`src/rtl/core/i8c2d_ram.sv`:
```
module i8c2d_ram #(
   parameter int WIDTH = 8,
   parameter int DEPTH = 64
) (
   input  logic                                    clock,
   input  logic                                    we,
   input  logic [(DEPTH > 1 ? $clog2(DEPTH) : 1)-1:0] waddr,
   input  logic [WIDTH-1:0]                        wdata,
   input  logic                                    re,
   input  logic [(DEPTH > 1 ? $clog2(DEPTH) : 1)-1:0] raddr,
   output logic [WIDTH-1:0]                        rdata
);

   logic [WIDTH-1:0] mem_ff [DEPTH];
   logic [WIDTH-1:0] rdata_ff;

   always_ff @(posedge clock) begin
      if (we) begin
         mem_ff[waddr] <= wdata;
      end
      if (re) begin
         rdata_ff <= mem_ff[raddr];
      end
   end

   assign rdata = rdata_ff;

endmodule

```
`config.mk`:
```
export PLATFORM = sky130hd
export DESIGN_NAME = i8c2d_ram
export DESIGN_NICKNAME = d
export VERILOG_FILES = /design/src/rtl/core/i8c2d_ram.sv
export SDC_FILE = /design/constraint.sdc
export NUM_CORES = 1
export LEC_CHECK = 0
export BUFFER_PORTS_ARGS = -buffer_cell sky130_fd_sc_hd__buf_4
export CAP_MARGIN = 20
export CORE_MARGIN = 2
export CORE_UTILIZATION = 30
export CTS_CLUSTER_SIZE = 16
export DETAILED_ROUTE_END_ITERATION = 8
export GPL_ROUTABILITY_DRIVEN = 0
export PLACE_DENSITY = 0.5
export SYNTH_ARGS = -nofsm -noshare
export SYNTH_HDL_FRONTEND = slang
export SYNTH_SLANG_ARGS = --single-unit
export TNS_END_PERCENT = 1
```
`constraint.sdc`:
```
create_clock -name clock -period 4.2 [get_ports clock]
set_input_delay 0.42 -clock clock [delete_from_list [all_inputs] [get_ports clock]]
set_output_delay 0.42 -clock clock [all_outputs]
set_load 0.05 [all_outputs]
```
# == After elaboration in Yosys (flattened, before gate mapping) ==
# Memories as Yosys holds them, arrays and structs flattened. A register that Yosys moved wholly into a read port is not among the register bits.
# Cells that the tools add are included.
# totals
ff_bits,0
ram_bits,512
in_bits,23
out_inout_bits,8
elab_cells,3
mem_count,1
# op_classes
n_mux,2
# memory_table
memory,depth,word_bits,read_ports,rd_clocked_by_memory_dff,wr,line_no,text
mem_ff,64,8,1,1,1,14,logic [WIDTH-1:0] mem_ff [DEPTH];
# ops
op,n
1-bit two-way mux,2

# == Logic depth before layout (Yosys ltp) ==
# depth
depth_word,2
mapped_depth,9
mapped_depth_nobuf,5

# == Least setup slack after synthesis ==
# OpenSTA, ideal clock, no wires.
# synth_timing
path_kind,in2reg
from,input port raddr[1] (netlist bit)
to,"register rdata_ff[3], in the netlist rdata[3], read port of mem_ff (data pin)"
setup_time_ps,266
arrival_ps,1960
required_ps,3934
setup_slack_ps,1974
stages,7
n_path_buf,3
path_cell_list,buf_4 > buf_2 > buf_2 > mux4_2 > mux4_2 > o21ai_1 > o41ai_1
# synth_lines
element,line_no,text
start: declaration,10,"input logic [(DEPTH > 1 ? $clog2(DEPTH) : 1)-1:0] raddr,"
end: declaration,15,logic [WIDTH-1:0] rdata_ff;

==> impl_metrics.tcl <==
set metrics [dict create \
    status "finished clean" \
    avgRoutedWirePerCell_um 25.4 \
    cts_buffer_depth 3 \
    synthCells 940 \
    hold_buffers 0 \
    nets 1015 \
    finalSetupViolCount 0 \
    cts_tree "yes" \
    tns_ns 0 \
    power_switching_mw 2.31 \
    routed-via-count 9415 \
    end_kind "register" \
    cp_data_required_time_ns 4.53 \
    p_leak_nw 6.98 \
    fin_skew_ns 0.0114 \
    grt_max_degree 65 \
    overflow 0 \
    cp-start-kind "input pin" \
    die_area_sq_um 69600 \
    path_max_fanout 56 \
    power.share.clock_pct 40.9 \
    max_freq_mhz 382 \
    htree_levels 2 \
    avgSynthCellArea_sq_um 21.5 \
    track_usage_pct 13.9 \
    dieWidth_um 264 \
    max_cap_viol_count 0 \
    synth_nets 963 \
    combPwrFrac_pct 5.3 \
    drc_errors 0 \
    r2r_cells 5 \
    tightest_slew_ns 1.02 \
    antenna_found_initial 2 \
    place.detailed.hpwl_um 28700 \
    seq_power_share_pct 53.9 \
    drive_gt1_share_pct 24.9 \
    routed_wl_um 48400 \
    diodes 0 \
    internal_power_mw 8.40 \
    grt_pass1_wl_um 70400 \
    cts_root_buf "clkbuf_16" \
    synth_cell_types 39 \
    fillerInstances 6293 \
    slew_violations 0 \
    avgViaCountPerCell 4.94 \
    final_common_cell "edfxtp_1" \
    startpoint "raddr[1]" \
    area_growth_pct 13.6 \
    synthArstFlopShare_pct 0 \
    die_y_um 264 \
    first_global_vias 9724 \
    min_period_ns 2.62 \
    synth.ff_latch_count 520 \
    port_buffers 30 \
    power.density_nw_per_um2 466 \
    clk_pin_slew_ns 0.06 \
    rsz0062_at_grt "no" \
    synthTopCellsByArea "edfxtp_1 (77%), mux4_2 (14%), nor2_1 (1.5%)" \
    synthesis.area_sq_um 20200 \
    synth_top_area_share_pct 77.1 \
    path_class "in2reg" \
    ios 31 \
    synth_top_area_cell "edfxtp_1" \
    synth_edf_count 520 \
    mostFrequentLayoutCells "edfxtp_1 (520), mux4_2 (126), nor2_1 (83), clkbuf_16 (55), buf_4 (44)" \
    swShare_pct 21.6 \
    ant_nets 0 \
    synthFlopType "edfxtp_1" \
    num_rows 95 \
    ys_seq_area_share_pct 77.1 \
    whs_path_depth 1 \
    hold_viol_final 0 \
    post_cts_resized 0 \
    numCtsBuffers 53 \
    insertion_delay_ns 0.60 \
    core_area_sq_um 67000 \
    start_util_pct 30.2 \
    min-delay-start "re" \
    final_util_pct 34.3 \
    rr_startpoint "mem_ff[21][6]" \
    yosys_warnings 0 \
    hold_class "in2reg" \
    drt_first_pass_iters 5 \
    cp.arrival_ns 2.94 \
    cts_sinks 520 \
    drtIter0Drc 710 \
    irDropWorstVdd_mv 0.293 \
    post-cts-setup-buffer-count 0 \
    slew_headroom_pct 32.0 \
    fin_crit_sh_pct 62.3 \
    layout.cells.non_filler 1905 \
    placed_cells 1810 \
]
power groups by stage:
stage | Sequential (mW) | Combinational, mW | Clock [mW]
final | 5.77 | 0.566 | 4.38
after global routing | 5.77 | 0.608 | 4.66
after CTS | 5.77 | 0.581 | 4.48
after detailed placement | 5.88 | 0.581 | 0
after global placement | 5.88 | 0.574 | 0
after floorplan | 5.90 | 0.306 | 0
flip-flops by register name (all words and copies together), names as in the netlist:
signal / count
rdata: 8
mem_ff: 512
worst max-delay path: stages:
cell and delay (ns):
buf_4 0.75, mux4_2 0.61, mux2_2 0.32, a221oi_1 0.67, o2bb2ai_1 0.14
per-stage QoR:
step / setup WS (ns) / hold slack, ns / cell area (sq um) / power [mW]
6_report: 1.58 / 0.170 / 23000 / 10.7
5_1_grt: 1.50 / 0.144 / 23000 / 11.0
4_1_cts: 1.51 / 0.129 / 23000 / 10.8
3_5_place_dp: 0.877 / 0.763 / 21400 / 6.46
3_3_place_gp: 0.882 / 0.760 / 21400 / 6.46
2_1_floorplan: 1.97 / 0.519 / 20200 / 6.20
synth_stat cells (2+ instances only):
library cell    n
a22oi_1         3
nor2_1         83
nand3b_1        3
buf_1           4
mux2i_1        23
nand2b_1        7
a21oi_1         3
o21ai_1         2
o21a_1          2
buf_4          13
o221a_2         2
nand4_1         2
clkbuf_1       17
nor4_1          2
a221oi_1        6
o2bb2ai_1       3
buf_6           4
o221ai_1        8
buf_2          11
nor3_1          7
o2111ai_1       3
o21ai_0         2
buf_12          2
a211oi_1        4
nand2_1        19
nand3_1        13
mux2_2         13
edfxtp_1      520
nor2b_1        14
a2111oi_0       2
o32ai_1         2
o22ai_1         8
o41ai_1         2
mux4_2        126
path summary, 6_finish.rpt:
| path | to | slack, ns |
|---|---|---|
| min | rdata[3] | 0.17 |
| max reg2reg | rdata[6] | 1.91 |
| max | rdata[2] | 1.58 |
| min reg2reg | rdata[2] | 0.91 |
cells by family (layout without fill, tap and decap cells):
logic type | Yosys count | count (layout) | share of synthesized area (%)
DFF | 520 | 520 | 77.1
muxes | 162 | 162 | 15.9
and+or+nand+nor | 153 | 153 | 3.37
AOI/OAI and AO/OA | 54 | 54 | 2.06
buffers and inverters | 51 | 143 | 1.56
per-layer routing:
| metal | global-route usage (%) | routed length, um | part of all wire (%) |
|---|---|---|---|
| met1 | 19.5 | 21400 | 44 |
| met2 | 22.0 | 23000 | 48 |
| met3 | 2.59 | 2610 | 5.4 |
| met4 | 4.68 | 1290 | 2.7 |
| met5 | 0 | 18 | 0.037 |
layout make-up:
type                    instances  area [sq um]  area share [%]
clock inverters                25           144           0.626
flip-flops and latches        520         15600            67.9
repair buffers                 48           404            1.76
multi-input cells             369          4320            18.8
clock buffers                  70          1430            6.23
well taps                     873          1090            4.75
No activity file was read; power rests on OpenSTA's default activity.
